**src/rtl/cds_pkg.sv**
```systemverilog
// Shared types, constants and month-length helper for the calendar date stepper.
package cds_pkg;

  typedef enum logic [1:0] {
    CMD_LOAD = 2'd0,
    CMD_ADD  = 2'd1,
    CMD_SUB  = 2'd2,
    CMD_NONE = 2'd3
  } cmd_e;

  typedef enum logic [1:0] {
    ST_OK       = 2'd0,
    ST_BAD_LOAD = 2'd1,
    ST_LIMIT    = 2'd2
  } status_e;

  typedef enum logic [1:0] {
    S_IDLE = 2'd0,
    S_DIV  = 2'd1,
    S_CHK  = 2'd2,
    S_STEP = 2'd3
  } state_e;

  localparam logic [13:0] YearMin   = 14'd1;
  localparam logic [13:0] YearMax   = 14'd9999;
  localparam logic [13:0] YearReset = 14'd2000;
  localparam logic [6:0]  CenReset  = 7'd20;
  localparam logic [6:0]  YyReset   = 7'd0;
  localparam logic [6:0]  YyLast    = 7'd99;

  // floor(y / 100) == (y * Div100Mul) >> Div100Shift for every 14-bit y
  localparam logic [12:0] Div100Mul   = 13'd5243;
  localparam int unsigned Div100Shift = 19;

  function automatic logic [4:0] days_in(input logic [3:0] month, input logic leap);
    logic [4:0] d;
    unique case (month)
      4'd1, 4'd3, 4'd5, 4'd7, 4'd8, 4'd10, 4'd12: d = 5'd31;
      4'd4, 4'd6, 4'd9, 4'd11:                    d = 5'd30;
      default:                                    d = leap ? 5'd29 : 5'd28;
    endcase
    return d;
  endfunction

  // leap from century / year-of-century split
  function automatic logic leap_of(input logic [6:0] cen, input logic [6:0] yy);
    return (yy != 7'd0) ? (yy[1:0] == 2'b00) : (cen[1:0] == 2'b00);
  endfunction

endpackage

```
**src/rtl/calendar_date_stepper_unit.sv**
```systemverilog
// Gregorian date register with load, add-days and subtract-days commands.
//
//  channel  | ports                                          | dir | handshake
//  ---------+------------------------------------------------+-----+--------------------
//  command  | command_i, load_day_i, load_month_i,           | in  | start & !busy
//           | load_year_i, day_count_i                       |     |
//  result   | cur_day_o, cur_month_o, cur_year_o,            | out | done_o, one cycle
//           | leap_flag_o, status_o                          |     |
//
// Sequence: a load goes through S_DIV, which registers the divide-by-100
//   quotient of the year, then S_CHK, which checks the date.
//   Add/subtract runs in S_STEP: one shared day-step unit moves the
//   date by one day per cycle until S_STEP sees the count exhausted.
//   An early stop at a range limit ends the item at once. Command 3 reports the date.
// Reset: date is 2000-01-01, sequencer idle, no result pending.
// Stalls: busy is high while an item is in work; done_o is a one-cycle
//   strobe that cannot be held off, and a new item may be accepted in it.
module calendar_date_stepper_unit #(
  parameter int unsigned COUNT_BITS = 16
) (
  input  logic        clk_i,
  input  logic        rst_ni,
  input  logic        start,
  output logic        busy,
  input  logic [1:0]  command_i,
  input  logic [4:0]  load_day_i,
  input  logic [3:0]  load_month_i,
  input  logic [13:0] load_year_i,
  input  logic [15:0] day_count_i,
  output logic        done_o,
  output logic [4:0]  cur_day_o,
  output logic [3:0]  cur_month_o,
  output logic [13:0] cur_year_o,
  output logic        leap_flag_o,
  output logic [1:0]  status_o
);

  // only the low COUNT_BITS bits (at most 16) of the 16-bit count are used
  localparam int unsigned CntW = (COUNT_BITS < 16) ? COUNT_BITS : 16;

  cds_pkg::state_e  state_q, state_d;
  cds_pkg::cmd_e    cmd_q, cmd_d;
  cds_pkg::status_e status_q, status_d;
  logic             done_q, done_d;

  // date held both as binary year and as century / year-of-century
  logic [4:0]  day_q, day_d;
  logic [3:0]  month_q, month_d;
  logic [13:0] year_q, year_d;
  logic [6:0]  cen_q, cen_d;
  logic [6:0]  yy_q, yy_d;

  // per-item work registers
  logic [CntW-1:0] cnt_q, cnt_d;
  logic [4:0]      ld_q, ld_d;
  logic [3:0]      lm_q, lm_d;
  logic [13:0]     ly_q, ly_d;
  logic [7:0]      q_q, q_d;

  logic        accept;
  logic        leap_cur;
  logic [26:0] div_prod;
  logic [14:0] q_times100;
  logic [14:0] lo_full;
  logic [6:0]  ld_lo;
  logic        ld_leap;
  logic        ld_ok;

  assign accept   = start && !busy;
  assign busy     = (state_q != cds_pkg::S_IDLE);
  assign leap_cur = cds_pkg::leap_of(cen_q, yy_q);

  // load path: one multiply registered, then remainder by shift-add
  assign div_prod   = {13'd0, ly_q} * {14'd0, cds_pkg::Div100Mul};
  assign q_times100 = ({7'd0, q_q} << 6) + ({7'd0, q_q} << 5) + ({7'd0, q_q} << 2);
  assign lo_full    = {1'b0, ly_q} - q_times100;
  assign ld_lo      = lo_full[6:0];
  assign ld_leap    = (ld_lo != 7'd0) ? (ld_lo[1:0] == 2'b00) : (q_q[1:0] == 2'b00);
  assign ld_ok      = (ly_q >= cds_pkg::YearMin) && (ly_q <= cds_pkg::YearMax)
                   && (lm_q >= 4'd1) && (lm_q <= 4'd12)
                   && (ld_q >= 5'd1) && (ld_q <= cds_pkg::days_in(lm_q, ld_leap));

  always_ff @(posedge clk_i or negedge rst_ni) begin
    if (!rst_ni) begin
      state_q  <= cds_pkg::S_IDLE;
      cmd_q    <= cds_pkg::CMD_NONE;
      status_q <= cds_pkg::ST_OK;
      done_q   <= 1'b0;
      day_q    <= 5'd1;
      month_q  <= 4'd1;
      year_q   <= cds_pkg::YearReset;
      cen_q    <= cds_pkg::CenReset;
      yy_q     <= cds_pkg::YyReset;
      cnt_q    <= '0;
    end else begin
      state_q  <= state_d;
      cmd_q    <= cmd_d;
      status_q <= status_d;
      done_q   <= done_d;
      day_q    <= day_d;
      month_q  <= month_d;
      year_q   <= year_d;
      cen_q    <= cen_d;
      yy_q     <= yy_d;
      cnt_q    <= cnt_d;
    end
  end

  always_ff @(posedge clk_i) begin
    ld_q <= ld_d;
    lm_q <= lm_d;
    ly_q <= ly_d;
    q_q  <= q_d;
  end

  always_comb begin
    state_d  = state_q;
    cmd_d    = cmd_q;
    status_d = status_q;
    done_d   = 1'b0;
    day_d    = day_q;
    month_d  = month_q;
    year_d   = year_q;
    cen_d    = cen_q;
    yy_d     = yy_q;
    cnt_d    = cnt_q;
    ld_d     = ld_q;
    lm_d     = lm_q;
    ly_d     = ly_q;
    q_d      = q_q;

    unique case (state_q)
      cds_pkg::S_IDLE: begin
        if (accept) begin
          cmd_d = cds_pkg::cmd_e'(command_i);
          ld_d  = load_day_i;
          lm_d  = load_month_i;
          ly_d  = load_year_i;
          cnt_d = day_count_i[CntW-1:0];
          unique case (cds_pkg::cmd_e'(command_i))
            cds_pkg::CMD_LOAD: state_d = cds_pkg::S_DIV;
            cds_pkg::CMD_ADD,
            cds_pkg::CMD_SUB:  state_d = cds_pkg::S_STEP;
            default: begin
              // unused command: report current date
              status_d = cds_pkg::ST_OK;
              done_d   = 1'b1;
            end
          endcase
        end
      end

      cds_pkg::S_DIV: begin
        q_d     = div_prod[cds_pkg::Div100Shift +: 8];
        state_d = cds_pkg::S_CHK;
      end

      cds_pkg::S_CHK: begin
        if (ld_ok) begin
          day_d    = ld_q;
          month_d  = lm_q;
          year_d   = ly_q;
          cen_d    = q_q[6:0];
          yy_d     = ld_lo;
          status_d = cds_pkg::ST_OK;
        end else begin
          status_d = cds_pkg::ST_BAD_LOAD;
        end
        done_d  = 1'b1;
        state_d = cds_pkg::S_IDLE;
      end

      cds_pkg::S_STEP: begin
        if (cnt_q == '0) begin
          status_d = cds_pkg::ST_OK;
          done_d   = 1'b1;
          state_d  = cds_pkg::S_IDLE;
        end else if (cmd_q == cds_pkg::CMD_ADD) begin
          if (day_q == 5'd31 && month_q == 4'd12) begin
            if (year_q >= cds_pkg::YearMax) begin
              status_d = cds_pkg::ST_LIMIT;
              done_d   = 1'b1;
              state_d  = cds_pkg::S_IDLE;
            end else begin
              year_d  = year_q + 14'd1;
              day_d   = 5'd1;
              month_d = 4'd1;
              if (yy_q == cds_pkg::YyLast) begin
                yy_d  = 7'd0;
                cen_d = cen_q + 7'd1;
              end else begin
                yy_d = yy_q + 7'd1;
              end
              cnt_d = cnt_q - CntW'(1);
            end
          end else if (day_q >= cds_pkg::days_in(month_q, leap_cur)) begin
            month_d = month_q + 4'd1;
            day_d   = 5'd1;
            cnt_d   = cnt_q - CntW'(1);
          end else begin
            day_d = day_q + 5'd1;
            cnt_d = cnt_q - CntW'(1);
          end
        end else begin
          if (day_q == 5'd1 && month_q == 4'd1) begin
            if (year_q <= cds_pkg::YearMin) begin
              status_d = cds_pkg::ST_LIMIT;
              done_d   = 1'b1;
              state_d  = cds_pkg::S_IDLE;
            end else begin
              year_d  = year_q - 14'd1;
              day_d   = 5'd31;
              month_d = 4'd12;
              if (yy_q == 7'd0) begin
                yy_d  = cds_pkg::YyLast;
                cen_d = cen_q - 7'd1;
              end else begin
                yy_d = yy_q - 7'd1;
              end
              cnt_d = cnt_q - CntW'(1);
            end
          end else if (day_q == 5'd1) begin
            month_d = month_q - 4'd1;
            day_d   = cds_pkg::days_in(month_q - 4'd1, leap_cur);
            cnt_d   = cnt_q - CntW'(1);
          end else begin
            day_d = day_q - 5'd1;
            cnt_d = cnt_q - CntW'(1);
          end
        end
      end

      default: state_d = cds_pkg::S_IDLE;
    endcase
  end

  assign done_o      = done_q;
  assign cur_day_o   = day_q;
  assign cur_month_o = month_q;
  assign cur_year_o  = year_q;
  assign leap_flag_o = leap_cur;
  assign status_o    = status_q;

  // the result strobe only fires once the sequencer is back to idle
  a_done_idle: assert property (@(posedge clk_i) disable iff (!rst_ni)
    done_o |-> !busy)
    else $error("result strobe while busy");

  // the load divide step always hands over to the check step
  a_div_chk: assert property (@(posedge clk_i) disable iff (!rst_ni)
    (state_q == cds_pkg::S_DIV) |=> (state_q == cds_pkg::S_CHK))
    else $error("load sequence broken");

  // held date is always a real calendar day
  a_date_ok: assert property (@(posedge clk_i) disable iff (!rst_ni)
    (day_q >= 5'd1) && (day_q <= cds_pkg::days_in(month_q, leap_cur))
    && (month_q >= 4'd1) && (month_q <= 4'd12))
    else $error("held date invalid");

  // century split tracks the binary year
  a_year_split: assert property (@(posedge clk_i) disable iff (!rst_ni)
    ({7'd0, cen_q} * 14'd100 + {7'd0, yy_q}) == year_q)
    else $error("century split out of step with year");

endmodule

```
**config.mk**
```make
export PLATFORM = sky130hd
export DESIGN_NAME = calendar_date_stepper_unit
export DESIGN_NICKNAME = d
export VERILOG_FILES = /design/src/rtl/cds_pkg.sv /design/src/rtl/calendar_date_stepper_unit.sv
export SDC_FILE = /design/constraint.sdc
export NUM_CORES = 1
export LEC_CHECK = 0
export BUFFER_PORTS_ARGS = -buffer_cell sky130_fd_sc_hd__buf_4
export CAP_MARGIN = 20
export CORE_MARGIN = 2
export CORE_UTILIZATION = 57
export CTS_BUF_LIST = sky130_fd_sc_hd__clkbuf_4
export DETAILED_ROUTE_END_ITERATION = 12
export GPL_TIMING_DRIVEN = 0
export PLACE_DENSITY_LB_ADDON = 0.08
export SETUP_SLACK_MARGIN = 0.02
export SLEW_MARGIN = 20
export SYNTH_ARGS = -nofsm -noshare
export SYNTH_HDL_FRONTEND = slang
export SYNTH_SLANG_ARGS = --single-unit
```
**constraint.sdc**
```tcl
create_clock -name clk_i -period 4.9 [get_ports clk_i]
set_input_delay 0.245 -clock clk_i [delete_from_list [all_inputs] [get_ports clk_i]]
set_output_delay 0.245 -clock clk_i [all_outputs]
set_load 0.1 [all_outputs]
```
==> flow_summary_export.csv, run 1 <==
group,metric,value,unit
status,status,"completed",
min_path,hold_start,"day_count_i[2]",
cts,clk_transition_reported_paths,0.14,ns
timing,final_max_slew_viol_count,0,
min_path,hold_depth,3,
critical_path,startpoint,"ly_q[3]",
cts,cts_tree,"done",
yosys,async_flop_share,66.27,%
critical_path,startpoint_type,"flop",
detailed_routing,ant_nets,0,
critical_path,critPathSlowestCell,"edfxtp_1",
finish,finalInstanceArea,0.01075,sq mm
floorplanning,dieArea,0.01694,sq mm
cts,htreeDepth,3,
detailed_routing,wire_per_inst,18.41,um
floorplanning,std_cell_rows,46,
cts,clk_path_buf_depth,2,
critical_path,worstPathCellList,"inv_1 > ha_1 > inv_1 > ha_1 > o21a_1 > nor2_1 > nor2b_1 > nor2_1 > xnor2_1 > o31ai_1 > a221oi_1 > ha_1 > inv_1 > a21o_1 > a211oi_4 > a41o_1 > clkbuf_2 > o311ai_0 > a22o_1",
cts,cts_buffers,9,
finish,fillerInstances,1285,
global_routing,grt_pass1_wl,38920,um
critical_path,reg2reg_setup_slack,0.19,ns
cts,cts_root_buf,"clkbuf_4",
yosys,avgSynthCellArea,9.407,sq um
detailed_routing,dr.pass1.iters,5,
yosys,synth_edf_count,28,
timing,fmax,212.1,MHz
critical_path,worstSetupPathType,"reg -> reg",
critical_path,rr_endpoint,"yy_q[3]",
finish,multi_input_area,0.006236,sq mm
floorplanning,core,0.01571,sq mm
detailed_routing,via_count,7804,
detailed_routing,drc,0,
finish,nNetsFinal,1348,
critical_path,critPathMaxFanout,10,
yosys,yosys_warnings,0,
place,place.gp.congestion,0.9198,
yosys,ys_ff_latch,83,
critical_path,cp-end-kind,"flop",
yosys,ys.flop_type,"dfrtp_1",
detailed_routing,drtIter0Drc,555,
detailed_routing,drt-total-wl,24460,um
min_path,worstHoldPathType,"in -> reg",
timing,max_slew_margin,48.95,%
cts,clkLatencyLatePin,0.48,ns
place,placed_area,0.009899,sq mm
timing,min_period_over_period,96.22,%
global_routing,track_usage,29.89,%
min_path,min_to,"cnt_q[2]",
yosys,syn-cell-area,0.009069,sq mm
critical_path,r2r_start,"ly_q[3]",
place,place_hpwl,18280,um
finish,drive_above_1_share,17.00,%
floorplanning,die_w,130.1,um
flow_run,maxCapViolations,0,
timing,fin_skew,0.02786,ns
global_routing,grt_pass1_vias,7650,
global_routing,grt_max_degree,56,
critical_path,cp.buffers_inverters,4,
yosys,seq_area_frac_synth,24.59,%
timing,finalSetupTns,0,ns
yosys,synth_nets,1204,
critical_path,cp.arrival,5.10,ns
timing,min_period,4.715,ns
floorplanning,io_pins,72,
critical_path,critical-path-top-delay-family,"compound AO/OA/AOI/OAI gates",
finish,syn_to_final_growth,18.56,%
timing,finalHoldViolCount,0,
yosys,synth_cell_type_count,83,
global_routing,antenna_found_initial,1,
floorplanning,die_h,130.1,um
finish,regArea,0.002230,sq mm
cts,cts_sinks,83,
critical_path,critPathMaxStageDelay,0.50,ns
detailed_routing,routed_via_density,5.872,
place,port_buffers,71,
yosys,synthCells,964,
critical_path,worst_ep_required_time,5.29,ns
timing,tightest_slew,0.7657,ns
timing,setup_violations,0,
critical_path,rr_worst_depth,19,
floorplanning,initial_core_util,57.72,%
global_routing,overflow,0,
cells in the mapped netlist (3+ instances only):
library cell / count / area, sq um
inv_1: 150 / 563.0
ha_1: 134 / 1677
a21oi_1: 68 / 340.3
fa_1: 62 / 1241
nand2_1: 59 / 221.5
dfrtp_1: 45 / 1126
nor2_1: 40 / 150.1
edfxtp_1: 28 / 840.8
nand3_1: 27 / 135.1
clkbuf_1: 26 / 97.59
o21ai_0: 25 / 125.1
o22ai_1: 21 / 131.4
nand4_1: 20 / 125.1
xnor2_1: 19 / 166.4
nor3_1: 16 / 80.08
o21ai_1: 16 / 80.08
or4_1: 12 / 90.09
mux2i_1: 11 / 110.1
dfstp_2: 10 / 262.8
a22oi_1: 9 / 67.56
a31oi_1: 9 / 56.30
o31ai_1: 8 / 60.06
a31o_1: 7 / 61.31
and3_1: 7 / 43.79
o211ai_1: 7 / 52.55
or3_1: 6 / 37.54
a211oi_1: 5 / 37.54
a32oi_1: 5 / 43.79
buf_2: 5 / 25.02
nand2b_1: 5 / 31.28
nor4_1: 5 / 31.28
a22o_1: 4 / 35.03
buf_6: 4 / 45.04
mux2_1: 4 / 45.04
nor2b_1: 4 / 25.02
o211ai_2: 4 / 50.05
a21o_1: 3 / 22.52
mux2_2: 3 / 33.78
nand4b_1: 3 / 26.28
o2bb2ai_1: 3 / 26.28
o31a_1: 3 / 26.28
o32ai_1: 3 / 26.28
xor2_1: 3 / 26.28
worst reg2reg max path: stages (launching register included):
cell and delay [ns]:
edfxtp_1 0.50, inv_1 0.18, ha_1 0.33, inv_1 0.04, ha_1 0.34, o21a_1 0.23
nor2_1 0.17, nor2b_1 0.07, nor2_1 0.11, xnor2_1 0.18, o31ai_1 0.17, a221oi_1 0.31
ha_1 0.20, inv_1 0.04, a21o_1 0.17, a211oi_4 0.43, a41o_1 0.41, clkbuf_2 0.34
o311ai_0 0.19, a22o_1 0.23
how the worst max path moves through the flow:
stage / endpoint / slack [ns] / depth (start not counted)
2_1_floorplan: q_q[3] / 0.29 / 17
3_3_place_gp: cur_month_o[1] / -0.47 / 17
3_5_place_dp: cur_month_o[1] / -0.55 / 17
4_1_cts: cur_year_o[9] / 0.03 / 18
5_1_grt: q_q[4] / -0.003 / 15
6_report: yy_q[3] / 0.19 / 19
cells in the final DEF (no fill, tap or decap), types with 19 or more instances in the layout:
cell type      Yosys  routed
buf_4              0      97
clkbuf_1          26      24
dfrtp_1           45      45
nand2_1           59      59
fa_1              62      61
ha_1             134     130
a21oi_1           68      66
o21ai_0           25      23
edfxtp_1          28      28
dlygate4sd3_1      0      30
o22ai_1           21      20
nand3_1           27      27
inv_1            150     147
nand4_1           20      20
xnor2_1           19      19
nor2_1            40      38
sequential cells by signal, summed over array words and instances, names as in the netlist, 4 cells and up:
name         cells
ly_q            14
cur_year_o      14
lm_q             4
q_q              5
cnt_q           16
cur_day_o        5
yy_q             7
ld_q             5
cur_month_o      4
kinds of logic (layout without fill, tap and decap cells):
kind of cell | Yosys count | after routing | synth area share (%)
AND/OR/NAND/NOR | 223 | 223 | 13.04
buffers and inverters | 187 | 335 | 8.140
AO/OA/AOI/OAI | 235 | 235 | 17.85
multiplexers | 18 | 18 | 2.083
adder cells (fa/ha/maj) | 196 | 196 | 32.17
XOR/XNOR | 22 | 22 | 2.125
other | 0 | 1 | 0
flip-flops | 83 | 83 | 24.59
repair_timing:
action,4_1_cts,5_1_grt
resized for setup,7,25
endpoints found under the setup margin,31,30
buffers inserted,20,11
hold buffers,30,0
pin swaps,2,12
hold endpoints to repair,74,0
metrics by stage:
step                      setup WS, ns  util (%)  hold WS, ns  cells
after global placement         -0.4682     62.83       0.3563   1251
after floorplan                 0.2911         -     -0.05059    964
after CTS                      0.03062     67.12     0.004889   1317
after detailed placement       -0.5473     63.00       0.3562   1252
after global routing         -0.003363     68.43      0.01478   1329
final                           0.1852     68.43      0.03149   1329
final cells by class:
| type | count | share of cell area (%) |
|---|---|---|
| diodes | 1 | 0.02327 |
| repair buffers | 133 | 10.43 |
| inverters | 150 | 5.237 |
| multi-input cells | 694 | 58.00 |
| clock buffers | 11 | 0.7681 |
| flip-flops and latches | 83 | 20.74 |
| plain buffers | 37 | 1.652 |
| well taps | 216 | 2.514 |
| clock inverters | 4 | 0.6401 |
layer usage:
layer	track usage [%]	up-vias	share of wire (%)
li1	-	3720	-
met1	36.87	3808	41
met5	0	-	0
met4	12.02	0	3.7
met2	53.00	225	51
met3	4.018	51	4.4
Power of run 1 is left out: the tool's default activity adds up to more than one toggle a clock period on the data nets, which glitch-free logic cannot reach.
==> run 2: changes to the inputs <==
--- a/config.mk
+++ b/config.mk
@@ -11,7 +11,6 @@
 export CORE_UTILIZATION = 57
 export CTS_BUF_LIST = sky130_fd_sc_hd__clkbuf_4
 export DETAILED_ROUTE_END_ITERATION = 12
-export GPL_TIMING_DRIVEN = 0
 export PLACE_DENSITY_LB_ADDON = 0.08
 export SETUP_SLACK_MARGIN = 0.02
 export SLEW_MARGIN = 20
==> constraint.sdc (replaced) <==
create_clock -name clk_i -period 4.9 [get_ports clk_i]
set_input_delay 0.98 -clock clk_i [delete_from_list [all_inputs] [get_ports clk_i]]
set_output_delay 0.98 -clock clk_i [all_outputs]
set_load 0.005 [all_outputs]
==> run 2 against run 1 <==
Core utilization is 3.4 points lower. Setup slack better by 0.0048 ns. Fmax is 0.10% higher.
==> flow_summary_export.csv, run 2 (synthesis results as in run 1) <==
group,metric,value,unit
detailed_routing,ant_nets,0,
finish,drive_above_1_share,17.39,%
global_routing,grt_pass1_vias,7093,
timing,finalWorstSetupSlack,0.1900,ns
min_path,min_to,"status_o[1]",
timing,setup_violations,0,
timing,hold_slack,0.5110,ns
finish,nNetsFinal,1293,
finish,fin_util,65.00,%
cts,clk_path_buf_depth,2,
critical_path,reg2reg_setup_slack,0.19,ns
detailed_routing,drc,0,
timing,max_slew_margin,30.33,%
detailed_routing,drtIter0Drc,453,
timing,min_period,4.710,ns
floorplanning,core,0.01571,sq mm
timing,finalHoldViolCount,0,
finish,largest_reg_flops,16,
cts,htreeDepth,3,
critical_path,worstPathCellList,"buf_4 > fa_1 > ha_1 > inv_1 > fa_1 > inv_1 > fa_1 > inv_1 > fa_1 > inv_1 > ha_4 > a211oi_2 > a21oi_2 > o22ai_2 > a211oi_2 > o21a_1 > nor2_1 > xnor2_1",
cts,cts_buffers,9,
detailed_routing,drt-total-wl,22520,um
flow_run,maxCapViolations,0,
critical_path,rr_worst_depth,18,
timing,rsz0062_at_grt,"yes",
global_routing,antenna_found_initial,1,
critical_path,critical-path-top-delay-family,"adder cells",
detailed_routing,via_count,7427,
cts,cts_hold_buf,0,
global_routing,grt_max_degree,56,
place,post-place-ws,-0.01859,ns
floorplanning,dieArea,0.01694,sq mm
critical_path,startpoint_type,"flop",
cts,cts_sinks,83,
timing,min_period_over_period,96.12,%
timing,tightest_slew,1.039,ns
finish,regMostFlops,"cnt_q",
critical_path,worstSetupPathType,"reg -> reg",
min_path,hold_depth,1,
finish,syn_to_final_growth,12.62,%
floorplanning,die_w,130.1,um
floorplanning,initial_core_util,57.72,%
place,port_buffers,71,
global_routing,track_usage,27.66,%
timing,fmax,212.3,MHz
global_routing,grt_pass1_wl,36200,um
detailed_routing,wire_per_inst,17.66,um
timing,final_max_slew_viol_count,0,
min_path,worstHoldPathType,"reg -> reg",
critical_path,critPathMaxStageDelay,0.54,ns
critical_path,cp.buffers_inverters,5,
detailed_routing,dr.pass1.iters,5,
critical_path,r2r_start,"ly_q[9]",
critical_path,cp-end-kind,"flop",
critical_path,worst_ep_required_time,5.18,ns
floorplanning,std_cell_rows,46,
detailed_routing,routed_via_density,5.825,
finish,fillerInstances,1362,
finish,final_common_cell,"inv_1",
floorplanning,io_pins,72,
critical_path,critPathSlowestCell,"fa_1",
place,place.gp.congestion,0.9049,
cts,cts_tree,"done",
status,status,"completed",
place,place_hpwl,17770,um
critical_path,cp.arrival,4.99,ns
finish,finalInstanceArea,0.01021,sq mm
min_path,hold_start,"status_o[1]",
cts,clkLatencyLatePin,0.50,ns
floorplanning,die_h,130.1,um
cts,clk_transition_reported_paths,0.16,ns
critical_path,critPathMaxFanout,3,
critical_path,rr_endpoint,"q_q[3]",
cts,cts_root_buf,"clkbuf_4",
place,placed_area,0.009910,sq mm
timing,fin_skew,0.02971,ns
global_routing,overflow,0,
finish,final_cell_mix,"inv_1 (149), ha_1 (132), buf_4 (115)",
==> run 2: cell types whose count changed in the layout (fill, tap and decap cells not counted), sizes merged <==
cell         delta
bufinv          -2
clkbuf         -28
buf             +1
dlygate4sd3    -30
inv             +1
clkinvlp        +1
clkinv          +3
==> run 2: worst max path at each step <==
stage,from,endpoint,slack [ns],cells past startpoint
floorplan,ly_q[11],q_q[3],0.29,17
global placement,ly_q[10],q_q[3],0.11,17
detailed placement,ly_q[10],q_q[3],-0.02,15
CTS,ly_q[9],q_q[3],0.03,16
global route,ly_q[11],q_q[3],-0.02,18
finish,ly_q[9],q_q[3],0.19,18
==> run 2: cell type report <==
cell class                 count  area [sq um]  area share (%)
multi-input combinational    694          6165           60.36
sequential                    83          2230           21.83
timing repair buffer         115         863.3           8.453
inverter                     150         563.0           5.513
tap                          216         270.3           2.646
clock buffer                   9         67.56          0.6615
clock inverter                 7         52.55          0.5145
antenna                        1         2.502         0.02450
==> run 2: metrics by stage <==
step / instances / setup TNS, ns
floorplan: 964 / 0
global placement: 1242 / 0
detailed placement: 1242 / -0.01859
CTS: 1260 / 0
global route: 1275 / -0.02320
finish: 1275 / 0
==> run 2: layer usage <==
metal	part of all wire, %	vias up	track usage [%]
li1	-	3607	-
met1	43	3583	36.25
met3	3.7	44	2.911
met4	3.4	0	11.95
met5	0	-	0
met2	50	193	46.78
==> run 2: what timing repair did <==
action	in CTS	in global routing
buffers inserted	2	14
pin swaps	0	8
gates resized for setup	1	12
endpoints found under the setup margin	1	6
==> run 2: worst reg2reg max path: stages (launching register included) <==
cell,delay [ns]
edfxtp_1,0.47
buf_4,0.18
fa_1,0.48
ha_1,0.30
inv_1,0.05
fa_1,0.47
inv_1,0.05
fa_1,0.54
inv_1,0.06
fa_1,0.52
inv_1,0.06
ha_4,0.24
a211oi_2,0.30
a21oi_2,0.11
o22ai_2,0.17
a211oi_2,0.08
o21a_1,0.20
nor2_1,0.13
xnor2_1,0.08
Power of run 2 is left out for the same reason.
==> run 3: changes to the inputs <==
--- a/config.mk
+++ b/config.mk
@@ -8,7 +8,7 @@
 export BUFFER_PORTS_ARGS = -buffer_cell sky130_fd_sc_hd__buf_4
 export CAP_MARGIN = 20
 export CORE_MARGIN = 2
-export CORE_UTILIZATION = 57
+export CORE_UTILIZATION = 45
 export CTS_BUF_LIST = sky130_fd_sc_hd__clkbuf_4
 export DETAILED_ROUTE_END_ITERATION = 12
 export PLACE_DENSITY_LB_ADDON = 0.08
==> run 3 against run 2 <==
Via count fell by 2.2%. Sequential share of layout area fell by 0.26 points. Die area rose by 26%. Fmax rose by 0.52%. Final cell count is 3.9% higher. Global-route usage decreased by 5.0 points. Non-clock buffer count grew 1. Register-to-register slack better by 0.02 ns. First-iteration DRC count down 8.8%. Critical endpoint unchanged.
==> flow_summary_export.csv, run 3 (synthesis results as in run 1) <==
group,metric,value,unit
status,status,"completed",
critical_path,worst_ep_required_time,5.15,ns
finish,drive_above_1_share,17.56,%
detailed_routing,drc,0,
floorplanning,initial_core_util,46.29,%
place,place_hpwl,18640,um
floorplanning,core,0.01959,sq mm
cts,cts_hold_buf,0,
global_routing,track_usage,22.64,%
finish,nNetsFinal,1294,
critical_path,startpoint_type,"flop",
detailed_routing,drtIter0Drc,413,
detailed_routing,met1_length,10840,um
place,port_buffers,71,
cts,clk_transition_reported_paths,0.15,ns
critical_path,critPathMaxFanout,5,
timing,max_slew_margin,47.24,%
cts,cts_sinks,83,
min_path,worstHoldPathType,"reg -> reg",
place,placed_area,0.01002,sq mm
finish,finalInstanceArea,0.01034,sq mm
floorplanning,die_h,146.0,um
critical_path,cp.arrival,4.94,ns
cts,clkLatencyLatePin,0.50,ns
detailed_routing,dr.max_layer_used,"met4",
finish,regArea,0.002230,sq mm
finish,multi_input_area,0.006186,sq mm
global_routing,antenna_found_initial,1,
finish,final_cell_mix,"inv_1 (149), ha_1 (130), buf_4 (114)",
timing,final_max_slew_viol_count,0,
detailed_routing,ant_nets,0,
timing,setup_violations,0,
detailed_routing,wl_met3,696,um
floorplanning,die_w,146.0,um
finish,fillerInstances,1869,
critical_path,cp-end-kind,"flop",
timing,tightest_slew,0.7894,ns
cts,cts_tree,"done",
timing,min_period_over_period,95.62,%
floorplanning,dieArea,0.02130,sq mm
timing,fin_skew,0.04268,ns
detailed_routing,routed_via_density,5.480,
flow_run,maxCapViolations,0,
floorplanning,std_cell_rows,51,
floorplanning,io_pins,72,
critical_path,reg2reg_setup_slack,0.21,ns
detailed_routing,dr.pass1.iters,5,
global_routing,grt_max_degree,56,
detailed_routing,wire_per_inst,17.80,um
cts,htreeDepth,3,
min_path,hold_depth,1,
timing,min_period,4.685,ns
timing,fmax,213.4,MHz
cts,cts_buffers,9,
global_routing,overflow,0,
place,place.gp.congestion,0.9207,
global_routing,grt_pass1_vias,7228,
timing,finalHoldViolCount,0,
timing,finalSetupTns,0,ns
cts,clk_path_buf_depth,2,
finish,largest_reg_flops,16,
cts,cts_root_buf,"clkbuf_4",
detailed_routing,via_count,7261,
finish,syn_to_final_growth,13.98,%
finish,final_common_cell,"inv_1",
critical_path,worstSetupPathType,"reg -> reg",
finish,regMostFlops,"cnt_q",
critical_path,rr_worst_depth,19,
detailed_routing,drt-total-wl,23590,um
detailed_routing,wl_met2,11640,um
global_routing,grt_pass1_wl,38760,um
-- run 3: routing by layer --
layer	vias to the layer above	GRT usage [%]
li1	3613	-
met1	3497	30.63
met2	127	39.25
met3	24	1.724
met4	0	5.980
met5	-	0
-- run 3: timing repair --
action	4_1_cts	5_1_grt
endpoints found under the hold margin	0	0
setup buffers	0	10
pin swaps	1	10
endpoints found under the setup margin	1	21
cloned	0	0
resized for setup	0	17
-- run 3: cell type report --
cell class	count	share of cell area [%]
Clock buffer	9	0.6537
Tap cell	265	3.208
Clock inverter	7	0.7505
Timing Repair Buffer	116	8.498
Inverter	150	5.447
Multi-Input combinational cell	694	59.85
Sequential cell	83	21.57
Antenna cell	1	0.02421
-- run 3: final timing paths --
| kind | startpoint | endpoint |
|---|---|---|
| min in group asynchronous | rst_ni | cur_day_o[3] |
| max in group asynchronous | rst_ni | cnt_q[10] |
| hold reg to reg | status_o[0] | status_o[0] |
| setup / recovery | ly_q[10] | q_q[3] |
| setup reg to reg | ly_q[10] | q_q[3] |
| hold / removal | status_o[0] | status_o[0] |
-- run 3: critical path, cell delays in order, from the launching register on --
cell,delay (ns)
edfxtp_1,0.42
buf_4,0.18
fa_1,0.49
ha_1,0.29
inv_1,0.04
fa_1,0.48
inv_1,0.06
fa_1,0.53
inv_1,0.06
fa_1,0.52
inv_1,0.06
ha_4,0.24
a211oi_2,0.28
buf_4,0.16
nand2_1,0.05
nor2_2,0.12
a211oi_2,0.09
o21a_1,0.21
nor2_1,0.13
xnor2_1,0.07
-- run 3: metrics by stage --
stage	hold WS, ns	std cells	utilization, %	setup slack, ns
after floorplan	0.4867	964	-	0.2911
after global placement	0.4823	1298	51.17	0.1530
after detailed placement	0.4859	1298	51.17	0.09828
after CTS	0.5185	1314	51.91	0.03804
after global routing	0.5576	1325	52.76	-0.02504
final	0.5118	1325	52.76	0.2146
Power of run 3 is left out for the same reason.
